**src/design/ps2md_pkg.sv**
```systemverilog
// Shared types and constants for the mouse packet decoder.
// No dependencies; imported by every design module but the checker.
`timescale 1ns / 1ps
`default_nettype none

package ps2md_pkg;

	localparam int unsigned DPI_W = 10;
	localparam int unsigned MAG_W = 17;   // |byte| * dpi stays below 2^17
	localparam int unsigned Q_W   = 11;   // scaled magnitude up to 1280
	localparam int unsigned MOVE_W = 12;

	localparam logic [DPI_W-1:0] DPI_MIN   = 10'd10;
	localparam logic [DPI_W-1:0] DPI_MAX   = 10'd1000;
	localparam logic [DPI_W-1:0] DPI_RESET = 10'd100;

	// floor(n / 100) == (n * RECIP_MULT) >> RECIP_SHIFT for n < 2^17
	localparam int unsigned      RECIP_SHIFT = 24;
	localparam logic [17:0]      RECIP_MULT  = 18'd167773;

	localparam int unsigned STATUS_SYNC_BIT = 3;
	localparam int unsigned EXTRA_BTN4_BIT  = 4;
	localparam int unsigned EXTRA_BTN5_BIT  = 5;

	typedef enum logic [0:0] {
		REG_DPI  = 1'b0,
		REG_MODE = 1'b1
	} reg_idx_t;

	typedef struct packed {
		logic [DPI_W-1:0] dpi;
		logic             wheel_mode;
		logic             restart;    // wheel_mode written this cycle
	} cfg_t;

	typedef struct packed {
		logic             ok;
		logic [4:0]       buttons;
		logic [3:0]       wheel;
		logic             x_neg;
		logic [MAG_W-1:0] x_mag;      // |dx| * dpi
		logic             y_neg;
		logic [MAG_W-1:0] y_mag;      // |dy| * dpi
	} pkt_t;

endpackage

`default_nettype wire

```
**src/design/ps2md_regs.sv**
```systemverilog
// Configuration registers behind the APB-style port: scale and packet mode.
// Depends on ps2md_pkg.
`timescale 1ns / 1ps
`default_nettype none

module ps2md_regs
	import ps2md_pkg::*;
(
	input  wire logic        clk,
	input  wire logic        arst_n,
	input  wire logic        psel,
	input  wire logic        penable,
	input  wire logic        pwrite,
	input  wire logic [2:0]  paddr,
	input  wire logic [31:0] pwdata,
	output logic      [31:0] prdata,
	output logic             pready,
	output cfg_t             cfg
);

	logic [DPI_W-1:0] dpi_q;
	logic             wheel_mode_q;
	logic             wr;
	reg_idx_t         idx;
	logic [DPI_W-1:0] wr_dpi;

	assign pready = 1'b1;
	assign wr     = psel && penable && pwrite;
	assign idx    = reg_idx_t'(paddr[2]);

	// clamp the scale into its legal range
	always_comb begin
		wr_dpi = pwdata[DPI_W-1:0];
		if (wr_dpi < DPI_MIN) begin
			wr_dpi = DPI_MIN;
		end else if (wr_dpi > DPI_MAX) begin
			wr_dpi = DPI_MAX;
		end
	end

	always_ff @(posedge clk or negedge arst_n) begin
		if (!arst_n) begin
			dpi_q        <= DPI_RESET;
			wheel_mode_q <= 1'b1;
		end else if (wr) begin
			unique case (idx)
				REG_DPI:  dpi_q        <= wr_dpi;
				REG_MODE: wheel_mode_q <= pwdata[0];
				default:  ;
			endcase
		end
	end

	always_comb begin
		unique case (idx)
			REG_DPI:  prdata = {{(32-DPI_W){1'b0}}, dpi_q};
			REG_MODE: prdata = {31'b0, wheel_mode_q};
			default:  prdata = 32'b0;
		endcase
	end

	assign cfg.dpi        = dpi_q;
	assign cfg.wheel_mode = wheel_mode_q;
	assign cfg.restart    = wr && (idx == REG_MODE);

endmodule

`default_nettype wire

```
**src/design/ps2md_assemble.sv**
```systemverilog
// Byte gathering and packet decode: holds the leading bytes, then registers
// the decoded packet with raw scale products into stage 1. Depends on ps2md_pkg.
`timescale 1ns / 1ps
`default_nettype none

module ps2md_assemble
	import ps2md_pkg::*;
(
	input  wire logic       clk,
	input  wire logic       arst_n,
	input  wire cfg_t       cfg,
	input  wire logic       in_valid,
	output logic            in_stall,
	input  wire logic [7:0] rx_byte,
	input  wire logic       take_s1,
	output pkt_t            pkt_s1,
	output logic            pkt_valid_s1
);

	logic [1:0]       pos_q;
	logic [7:0]       held_q [3];
	logic             last_byte;
	logic             accept;
	logic             ready_s1;
	pkt_t             pkt;
	logic [7:0]       y_raw;
	logic [7:0]       x_abs;
	logic [7:0]       y_abs;
	logic [17:0]      x_prod;
	logic [17:0]      y_prod;

	assign last_byte = (pos_q == (cfg.wheel_mode ? 2'd3 : 2'd2));
	assign ready_s1  = !pkt_valid_s1 || take_s1;
	// only the closing byte needs room in stage 1
	assign in_stall  = last_byte && !ready_s1;
	assign accept    = in_valid && !in_stall;

	always_ff @(posedge clk or negedge arst_n) begin
		if (!arst_n) begin
			pos_q <= 2'd0;
		end else if (cfg.restart) begin
			pos_q <= 2'd0;
		end else if (accept) begin
			pos_q <= last_byte ? 2'd0 : pos_q + 2'd1;
		end
	end

	always_ff @(posedge clk) begin
		if (accept && !last_byte) begin
			held_q[pos_q] <= rx_byte;
		end
	end

	// decode with the closing byte still on the input
	always_comb begin
		y_raw  = cfg.wheel_mode ? held_q[2] : rx_byte;
		x_abs  = held_q[1][7] ? (~held_q[1] + 8'd1) : held_q[1];
		y_abs  = y_raw[7] ? (~y_raw + 8'd1) : y_raw;
		x_prod = {10'b0, x_abs} * {8'b0, cfg.dpi};
		y_prod = {10'b0, y_abs} * {8'b0, cfg.dpi};

		pkt.ok      = held_q[0][STATUS_SYNC_BIT];
		pkt.buttons = {cfg.wheel_mode && rx_byte[EXTRA_BTN5_BIT],
		               cfg.wheel_mode && rx_byte[EXTRA_BTN4_BIT],
		               held_q[0][2:0]};
		pkt.wheel   = cfg.wheel_mode ? rx_byte[3:0] : 4'd0;
		pkt.x_neg   = held_q[1][7];
		pkt.x_mag   = x_prod[MAG_W-1:0];
		pkt.y_neg   = y_raw[7];
		pkt.y_mag   = y_prod[MAG_W-1:0];
	end

	always_ff @(posedge clk or negedge arst_n) begin
		if (!arst_n) begin
			pkt_valid_s1 <= 1'b0;
		end else if (accept && last_byte) begin
			pkt_valid_s1 <= 1'b1;
		end else if (take_s1) begin
			pkt_valid_s1 <= 1'b0;
		end
	end

	always_ff @(posedge clk) begin
		if (accept && last_byte) begin
			pkt_s1 <= pkt;
		end
	end

endmodule

`default_nettype wire

```
**src/design/ps2md_result.sv**
```systemverilog
// Result stage: divides the scale products by 100, applies signs, updates the
// running statistics and holds the result register. Depends on ps2md_pkg.
`timescale 1ns / 1ps
`default_nettype none

module ps2md_result
	import ps2md_pkg::*;
#(
	parameter int unsigned STAT_WIDTH = 32
) (
	input  wire logic        clk,
	input  wire logic        arst_n,
	input  wire pkt_t        pkt_s1,
	input  wire logic        pkt_valid_s1,
	output logic             take_s1,
	output logic             out_valid,
	input  wire logic        out_stall,
	output logic             packet_ok,
	output logic [4:0]       buttons,
	output logic signed [11:0] move_x,
	output logic signed [11:0] move_y,
	output logic signed [3:0]  wheel,
	output logic [31:0]      good_count,
	output logic [31:0]      bad_count,
	output logic [31:0]      click_count,
	output logic [31:0]      wheel_count,
	output logic signed [31:0] sum_x,
	output logic signed [31:0] sum_y,
	output logic [31:0]      distance
);

	logic [MAG_W+17:0]       x_recip;
	logic [MAG_W+17:0]       y_recip;
	logic [Q_W-1:0]          qx;
	logic [Q_W-1:0]          qy;
	logic [MOVE_W-1:0]       dx;
	logic [MOVE_W-1:0]       dy;
	logic [2:0]              clicks;
	logic                    load;

	logic                    out_valid_q;
	logic                    packet_ok_q;
	logic [4:0]              buttons_q;
	logic [MOVE_W-1:0]       move_x_q;
	logic [MOVE_W-1:0]       move_y_q;
	logic [3:0]              wheel_q;

	logic [STAT_WIDTH-1:0]   good_q;
	logic [STAT_WIDTH-1:0]   bad_q;
	logic [STAT_WIDTH-1:0]   click_q;
	logic [STAT_WIDTH-1:0]   wheel_cnt_q;
	logic [STAT_WIDTH-1:0]   sum_x_q;
	logic [STAT_WIDTH-1:0]   sum_y_q;
	logic [STAT_WIDTH-1:0]   dist_q;

	assign take_s1 = !out_valid_q || !out_stall;
	assign load    = pkt_valid_s1 && take_s1;

	always_comb begin
		x_recip = {18'b0, pkt_s1.x_mag} * {{MAG_W{1'b0}}, RECIP_MULT};
		y_recip = {18'b0, pkt_s1.y_mag} * {{MAG_W{1'b0}}, RECIP_MULT};
		qx      = x_recip[RECIP_SHIFT +: Q_W];
		qy      = y_recip[RECIP_SHIFT +: Q_W];
		dx      = pkt_s1.x_neg ? -{1'b0, qx} : {1'b0, qx};
		// vertical axis flips: negative raw dy becomes positive
		dy      = pkt_s1.y_neg ? {1'b0, qy} : -{1'b0, qy};
		clicks  = 3'($countones(pkt_s1.buttons));
	end

	always_ff @(posedge clk or negedge arst_n) begin
		if (!arst_n) begin
			out_valid_q <= 1'b0;
		end else if (load) begin
			out_valid_q <= 1'b1;
		end else if (!out_stall) begin
			out_valid_q <= 1'b0;
		end
	end

	always_ff @(posedge clk) begin
		if (load) begin
			packet_ok_q <= pkt_s1.ok;
			buttons_q   <= pkt_s1.ok ? pkt_s1.buttons : 5'd0;
			move_x_q    <= pkt_s1.ok ? dx : '0;
			move_y_q    <= pkt_s1.ok ? dy : '0;
			wheel_q     <= pkt_s1.ok ? pkt_s1.wheel : 4'd0;
		end
	end

	always_ff @(posedge clk or negedge arst_n) begin
		if (!arst_n) begin
			good_q      <= '0;
			bad_q       <= '0;
			click_q     <= '0;
			wheel_cnt_q <= '0;
			sum_x_q     <= '0;
			sum_y_q     <= '0;
			dist_q      <= '0;
		end else if (load) begin
			if (pkt_s1.ok) begin
				good_q  <= good_q + STAT_WIDTH'(1);
				click_q <= click_q + STAT_WIDTH'(clicks);
				if (pkt_s1.wheel != 4'd0) begin
					wheel_cnt_q <= wheel_cnt_q + STAT_WIDTH'(1);
				end
				sum_x_q <= sum_x_q + {{(STAT_WIDTH-MOVE_W){dx[MOVE_W-1]}}, dx};
				sum_y_q <= sum_y_q + {{(STAT_WIDTH-MOVE_W){dy[MOVE_W-1]}}, dy};
				dist_q  <= dist_q + STAT_WIDTH'(qx) + STAT_WIDTH'(qy);
			end else begin
				bad_q <= bad_q + STAT_WIDTH'(1);
			end
		end
	end

	assign out_valid   = out_valid_q;
	assign packet_ok   = packet_ok_q;
	assign buttons     = buttons_q;
	assign move_x      = signed'(move_x_q);
	assign move_y      = signed'(move_y_q);
	assign wheel       = signed'(wheel_q);
	// totals only move when a result loads, so they hold with it
	assign good_count  = 32'(good_q);
	assign bad_count   = 32'(bad_q);
	assign click_count = 32'(click_q);
	assign wheel_count = 32'(wheel_cnt_q);
	assign sum_x       = signed'(32'(sum_x_q));
	assign sum_y       = signed'(32'(sum_y_q));
	assign distance    = 32'(dist_q);

endmodule

`default_nettype wire

```
**src/design/ps2_mouse_packet_decoder_top.sv**
```systemverilog
// Mouse packet decoder: one byte per cycle while in_stall is low; leading bytes are
// absorbed in the cycle they transfer, the closing byte is registered into stage 1,
// then into the result register. Sustained rate one byte per cycle while out_stall is low.
// Reset: scale 100 percent, wheel packets, assembly at byte 0, all totals zero,
// no result pending.
`timescale 1ns / 1ps
`default_nettype none

module ps2_mouse_packet_decoder_top
	import ps2md_pkg::*;
#(
	parameter int unsigned STAT_WIDTH = 32
) (
	input  wire logic          clk,
	input  wire logic          arst_n,
	input  wire logic          psel,
	input  wire logic          penable,
	input  wire logic          pwrite,
	input  wire logic [2:0]    paddr,
	input  wire logic [31:0]   pwdata,
	output logic      [31:0]   prdata,
	output logic               pready,
	input  wire logic          in_valid,
	output logic               in_stall,
	input  wire logic [7:0]    rx_byte,
	output logic               out_valid,
	input  wire logic          out_stall,
	output logic               packet_ok,
	output logic [4:0]         buttons,
	output logic signed [11:0] move_x,
	output logic signed [11:0] move_y,
	output logic signed [3:0]  wheel,
	output logic [31:0]        good_count,
	output logic [31:0]        bad_count,
	output logic [31:0]        click_count,
	output logic [31:0]        wheel_count,
	output logic signed [31:0] sum_x,
	output logic signed [31:0] sum_y,
	output logic [31:0]        distance
);

	cfg_t cfg;
	pkt_t pkt_s1;
	logic pkt_valid_s1;
	logic take_s1;

	ps2md_regs u_regs (
		.clk     (clk),
		.arst_n  (arst_n),
		.psel    (psel),
		.penable (penable),
		.pwrite  (pwrite),
		.paddr   (paddr),
		.pwdata  (pwdata),
		.prdata  (prdata),
		.pready  (pready),
		.cfg     (cfg)
	);

	ps2md_assemble u_assemble (
		.clk          (clk),
		.arst_n       (arst_n),
		.cfg          (cfg),
		.in_valid     (in_valid),
		.in_stall     (in_stall),
		.rx_byte      (rx_byte),
		.take_s1      (take_s1),
		.pkt_s1       (pkt_s1),
		.pkt_valid_s1 (pkt_valid_s1)
	);

	ps2md_result #(
		.STAT_WIDTH (STAT_WIDTH)
	) u_result (
		.clk          (clk),
		.arst_n       (arst_n),
		.pkt_s1       (pkt_s1),
		.pkt_valid_s1 (pkt_valid_s1),
		.take_s1      (take_s1),
		.out_valid    (out_valid),
		.out_stall    (out_stall),
		.packet_ok    (packet_ok),
		.buttons      (buttons),
		.move_x       (move_x),
		.move_y       (move_y),
		.wheel        (wheel),
		.good_count   (good_count),
		.bad_count    (bad_count),
		.click_count  (click_count),
		.wheel_count  (wheel_count),
		.sum_x        (sum_x),
		.sum_y        (sum_y),
		.distance     (distance)
	);

endmodule

`default_nettype wire

```
**config.mk**
```make
export PLATFORM = sky130hd
export DESIGN_NAME = ps2_mouse_packet_decoder_top
export DESIGN_NICKNAME = d
export VERILOG_FILES = /design/src/design/ps2md_pkg.sv /design/src/design/ps2md_regs.sv /design/src/design/ps2md_assemble.sv /design/src/design/ps2md_result.sv /design/src/design/ps2_mouse_packet_decoder_top.sv
export SDC_FILE = /design/constraint.sdc
export NUM_CORES = 1
export LEC_CHECK = 0
export ABC_CLOCK_PERIOD_IN_PS = 10850
export BUFFER_PORTS_ARGS = -buffer_cell sky130_fd_sc_hd__buf_4
export CORE_MARGIN = 10
export CORE_UTILIZATION = 37
export CTS_CLUSTER_SIZE = 40
export DETAILED_ROUTE_END_ITERATION = 10
export HOLD_SLACK_MARGIN = 0.02
export SETUP_SLACK_MARGIN = 0.02
export SYNTH_ARGS = -nofsm -noshare
export SYNTH_HDL_FRONTEND = slang
export SYNTH_SLANG_ARGS = --single-unit
```
**constraint.sdc**
```tcl
create_clock -name clk -period 10.85 [get_ports clk]
set_input_delay 1.085 -clock clk [delete_from_list [all_inputs] [get_ports clk]]
set_output_delay 1.085 -clock clk [all_outputs]
set_load 0.005 [all_outputs]
```
**Yosys cells after proc, flatten, opt, wreduce, memory -nomap -nowiden**

Memories as Yosys holds them, arrays and structs flattened. A register that Yosys moved wholly into a read port is not among the register bits.
Index checks and enable logic that the tools add are counted.
W data, S select, Z words.

- Register bits after elaboration: 318
- RAM bits: 24
- Bits of input ports: 50
- Output and inout bits: 293
- Logic and storage cells: 97
- Memories: 1

- Add/sub/neg operators: 17
- $mul: 4
- $lt $le $gt $ge: 2
- Equal/unequal tests: 2
- Multiplexer cells: 18
- Bitwise operators: 4
- Reduce and logical (&&, ||, !) cells: 26

Memory list:

| memory | depth | bits a word | rd ports | clocked after memory_dff | write ports | line | RTL |
|---|---|---|---|---|---|---|---|
| u_assemble.held_q | 3 | 8 | 3 | 1 | 1 | ps2md_assemble.sv:21 | `logic [7:0] held_q [3];` |

Operator list:

| cell | count |
|---|---|
| $add A32 B1 Y32 const B | 3 |
| $mul A17 B18 Y35 const B | 2 |
| $add A32 B11 Y32 | 2 |
| $add A32 B32 Y32 | 2 |
| $pmux W32 S2 | 1 |
| $mul A8 B10 Y17 | 2 |
| $add A32 B3 Y32 | 1 |
| $mux W12 | 2 |
| $mux W8 | 3 |
| $neg A11 Y12 | 2 |
| $mux W10 | 2 |
| $add A8 B1 Y8 const B | 2 |
| $not A8 Y8 | 2 |
| $gt A10 B10 Y1 const B | 1 |
| $logic_and A1 B1 Y1 | 10 |
| $lt A10 B4 Y1 const B | 1 |
| $reduce_and A2 Y1 | 4 |
| $mux W1 | 7 |
| $logic_not A1 Y1 | 6 |
| $mux W2 | 3 |
| $add A1 B1 Y2 | 2 |
| $reduce_bool A2 Y1 | 2 |
| $reduce_bool A4 Y1 | 1 |
| $add A3 B1 Y3 | 1 |
| other kinds (7) | 9 |

**Longest topological paths before layout**

- Word-level depth: 10
- Depth in mapped cells: 38
- Gate-level depth less buffers: 38

**Modules after synthesis**

Synthesis repeated with hierarchy kept, for this count alone.

- Cell total of the unflattened synthesis: 3444
- Area, all modules: 33887.5 µm²

By module, submodules not included:

| module | instances | cells an instance | area an instance (µm²) | sequential area each (µm²) |
|---|---|---|---|---|
| ps2md_result | 1 | 2592 | 25343.1 | 6651.4 |
| ps2md_assemble | 1 | 768 | 7775.0 | 2057.0 |
| ps2md_regs | 1 | 84 | 769.5 | 280.3 |

**Worst setup path after synthesis**

No wires, ideal clock.

- Path kind: flip-flop to flip-flop
- From: reg, netlist name u_assemble.pkt_s1[3]
- To: reg u_result.sum_y_q[31], in the netlist u_result.sum_y[31]
- Arrival: 8.840 ns
- Path slack: 1.881 ns
- Stages on the path, launching flop included: 36
- Path buffers: 0
- Period minus slack after synthesis: 8.969 ns
- Cells stage by stage: edfxtp_1 -> fa_1 -> inv_1 -> fa_1 -> inv_1 -> fa_1 -> inv_1 -> fa_1 -> inv_1 -> fa_1 -> inv_1 -> fa_1 -> inv_1 -> ha_1 -> nand2_1 -> o21ai_0 -> a22oi_1 -> a21boi_1 -> or3_1 -> o311ai_2 -> a211oi_2 -> nand4b_1 -> nor3_2 -> nor2_1 -> ha_1 -> a21oi_1 -> nand2_1 -> a2111oi_0 -> a211oi_1 -> o21ai_0 -> a21oi_1 -> o31ai_1 -> o21a_1 -> nor4b_1 -> a211oi_1 -> nand3_1

- Cells in the longest elaborated chain, start to end: 4

Ends and longest elaborated chain:

| element | line | RTL |
|---|---|---|
| $mul A17 B18 Y35 | ps2md_result.sv:61 | `y_recip = {18'b0, pkt_s1.y_mag} * {{MAG_W{1'b0}}, RECIP_MULT};` |
| $neg A11 Y12 | ps2md_result.sv:66 | `dy = pkt_s1.y_neg ? {1'b0, qy} : -{1'b0, qy};` |
| $mux W12 | ps2md_result.sv:66 |  |
| net u_result.dy[11] | ps2md_result.sv:37 | `logic [MOVE_W-1:0] dy;` |
| $add A32 B32 Y32 | ps2md_result.sv:107 | `sum_y_q <= sum_y_q + {{(STAT_WIDTH-MOVE_W){dy[MOVE_W-1]}}, dy};` |
| end signal: assignment | ps2md_result.sv:107 |  |
| end: declaration | ps2md_result.sv:53 | `logic [STAT_WIDTH-1:0] sum_y_q;` |

The timed path passes the listed nets, and every way through them passes these cells.
A chain may end at the register's enable or synchronous reset.

**Final worst setup path**

- From: reg, netlist name u_assemble.pkt_s1[6]
- To: reg u_result.sum_y_q[31], in the netlist u_result.sum_y[31]

- Cells in the longest elaborated chain, start to end: 4

Ends and longest elaborated chain:

| element | line |
|---|---|
| $mul A17 B18 Y35 | ps2md_result.sv:61 |
| $neg A11 Y12 | ps2md_result.sv:66 |
| $mux W12 | ps2md_result.sv:66 |
| net u_result.dy[11] | ps2md_result.sv:37 |
| $add A32 B32 Y32 | ps2md_result.sv:107 |

The timed path passes the listed nets, and every way through them passes these cells.

==> results.md <==
- Area leader, netlist: fa_1
- Hpwl dp: 68,700 um
- Synthesized area per cell: 9.94 um2
- Reg2reg start: u_assemble.pkt_s1[6]$_DFFE_PP_
- Max-slew violations: 0
- Routed Antenna Nets: 0
- Port bufs: 295
- Worst skew pair latency: 610 ps
- CTS Sinks: 339
- Die height: 321 um
- Vias in the first global route: 24,600
- Via/cell ratio: 4.85
- DRC: 0
- Critical path endpoint category: flop
- Required time worst endpoint: 11,320 ps
- Final Setup Violations: 0
- Total track usage: 16.4%
- Hold_buf cts: 0
- Ys flop type: dfrtp_1
- Pin count of the biggest net entering global routing: 143
- Slew of the pin with the lowest slew margin: 1110 ps
- Post-synth top area share: 19.3%
- CP dominant cell by count: fa_1
- Syn Inst Count: 3,379
- Setup CP Type: reg -> reg
- Synthesis warning total: 0
- Row cnt: 110
- Max stage delay on crit path: 590 ps
- First-pass GRT wire length: 136,000 um
- Final Skew: 29.1 ps
- Worst R2R Setup Slack: 860 ps
- Worst slew margin: 25.5%
- Core area: 0.0900 mm2
- Hold_sp: u_assemble.held_q[0][3]$_DFFE_PP_
- Library cells used by synthesis: 88
- #FFs+latches synth: 339
- Die W: 321 um
- Initial Util: 37.3%
- Post-synthesis sequential area ratio: 26.8%
- Top cells by area, synth: fa_1 19%, dfrtp_1 18%, ha_1 17%, edfxtp_1 8.9%, inv_1 6.6%
- Post-Syn Area: 0.0336 mm2
- Fin util: 42.9%
- Hold crit path type: reg -> reg
- Layout area overhead: 15.1%
- Detailed Routing Iterations Pass 1: 5
- Critical path arrival: 10,460 ps
- Hold Crit Depth: 0
- Post-CTS Resized: 0
- Die area: 0.103 mm2
- Fillers: 8,817
- Reg area: 0.00899 mm2
- WHS Endpoint: u_assemble.pkt_s1[45]$_DFFE_PP_
- Area occupied by multi-input gates: 0.0221 mm2
- R2R Path End: u_result.sum_y[31]$_DFFE_PN0P_
- Number of synthesized flops with an enable pin: 100
- Status: finished clean
- Final Net Count: 4,504
- Max FO, Critical Path: 20
- Overflow after GRT: 0
- Placer Congestion: 0.874
- Peak Freq: 0.100 GHz
- Layout cell share with drive strength beyond 1: 11.3%
- Ports: 343
- Initial antenna violation count: 1
- RSZ-0062 raised after global routing: no
- Reg clk slew, reported paths: 50 ps
- Root Driver: clkbuf_16
- R2R cell count: 34
- Post-CTS Setup Bufs: 0
- Post-Route WL: 84,400 um
- Final period utilization: 92.1%
- Num CTS Buffers: 44
- Vias post-DR: 23,700
- Setup tns final: 0 ps
- CP max-delay cell: a2111oi_0
- Hold Vio Cnt, Final: 0
- Startpoint types: flop
- Max-Cap Viols: 0
- First DRT Iteration DRCs: 1,257
- Asr flop ratio synth: 70.5%
- Crit path time final: 9990 ps
- CTS max path bufs: 3
- H-Tree Depth: 2
- Wire per inst: 17.2 um
- CTS tree: built
==> cells in the final DEF, fill, tap and decap left out, drive strengths merged, types with 12 or more instances in the layout <==
master / count
conb: 23
a21o: 46
dfrtp: 235
ha: 448
and2: 119
nand2: 301
and3: 45
o31ai: 12
nor2b: 50
buf: 306
a21oi: 105
and4: 21
a211oi: 14
nor3: 39
o21ai: 134
clkbuf: 63
xnor2: 185
nor2: 112
nand2b: 25
nand4: 36
edfxtp: 100
a31oi: 17
inv: 591
nand3: 72
or3: 16
fa: 323
nor4: 15
a21boi: 15
o21bai: 14
xor2: 95
o21a: 12
==> metrics by stage <==
stage / hold slack, ps / instance area (um2) / setup slack [ps] / instances
6_report: 419 / 38600 / 859 / 4895
5_1_grt: 424 / 38600 / 167 / 4894
4_1_cts: 418 / 38600 / 779 / 4894
3_5_place_dp: 405 / 37100 / 828 / 4813
3_3_place_gp: 402 / 37100 / 1010 / 4813
2_1_floorplan: 400 / 33700 / 1880 / 3400
==> worst max-delay path by stage <==
stage | startpoint | end | slack [ps] | cells past startpoint
floorplan | u_assemble.pkt_s1[3]$_DFFE_PP_ | u_result.sum_y[31]$_DFFE_PN0P_ | 1880 | 35
global placement | u_assemble.pkt_s1[29]$_DFFE_PP_ | u_result.sum_x[31]$_DFFE_PN0P_ | 1010 | 33
detailed placement | u_assemble.pkt_s1[6]$_DFFE_PP_ | u_result.sum_y[31]$_DFFE_PN0P_ | 830 | 34
CTS | u_assemble.pkt_s1[6]$_DFFE_PP_ | u_result.sum_y[31]$_DFFE_PN0P_ | 780 | 34
global route | u_assemble.pkt_s1[3]$_DFFE_PP_ | u_result.sum_y[31]$_DFFE_PN0P_ | 170 | 36
finish | u_assemble.pkt_s1[6]$_DFFE_PP_ | u_result.sum_y[31]$_DFFE_PN0P_ | 860 | 34
==> critical path: cells and delay by family, from the launching register on <==
kind | cells | cell delay [ps]
xor+xnor | 1 | 530
simple gates | 9 | 1330
fa+ha+maj | 8 | 3620
compound gates | 11 | 3190
flops | 1 | 560
buf+inv | 5 | 610
==> cells in the mapped netlist, drive strengths merged (21+ instances only) <==
master / n
inv: 586
ha: 448
fa: 323
nand2: 301
dfrtp: 235
xnor2: 185
o21ai: 134
and2: 119
nor2: 112
a21oi: 105
edfxtp: 100
xor2: 95
nand3: 72
nor2b: 50
a21o: 46
and3: 45
clkbuf: 43
nor3: 39
nand4: 36
buf: 26
nand2b: 25
and4: 21
==> area by class of cell <==
| type | count | area share [%] |
|---|---|---|
| Clock buffer | 63 | 3.30 |
| Sequential cell | 339 | 23.3 |
| Multi-Input combinational cell | 2406 | 57.3 |
| Clock inverter | 18 | 0.599 |
| Antenna cell | 1 | 0.00648 |
| Tap cell | 1176 | 3.81 |
| Inverter | 586 | 5.69 |
| Timing Repair Buffer | 306 | 6.00 |
==> kinds of logic after synthesis <==
family / Yosys count / share of synthesized area (%)
AND/OR/NAND/NOR: 880 / 13.4
adder cells (fa/ha/maj): 771 / 36.0
buffers and inverters: 655 / 7.61
AO/OA/AOI/OAI: 435 / 8.39
flip-flops: 339 / 26.8
XOR/XNOR: 280 / 7.33
multiplexers: 17 / 0.533
other: 2 / 0.0224
==> registers in the layout, indices dropped and copies added (netlist names), 12 cells and up <==
name                  cells
u_result.move_y          12
u_result.wheel_count     32
u_result.distance        32
u_result.click_count     32
u_assemble.pkt_s1        46
u_assemble.held_q        20
u_result.sum_y           32
u_result.move_x          12
u_result.sum_x           32
u_result.good_count      32
u_result.bad_count       32
==> routing by layer <==
metal	wire length (um)	GRT usage, %
met1	39200	21.9
met2	39100	27.1
met3	4410	3.18
met4	1650	3.72
met5	13	0
Power is not shown: default switching activity piles up to over one toggle a cycle in this logic, so the estimate is an artifact.
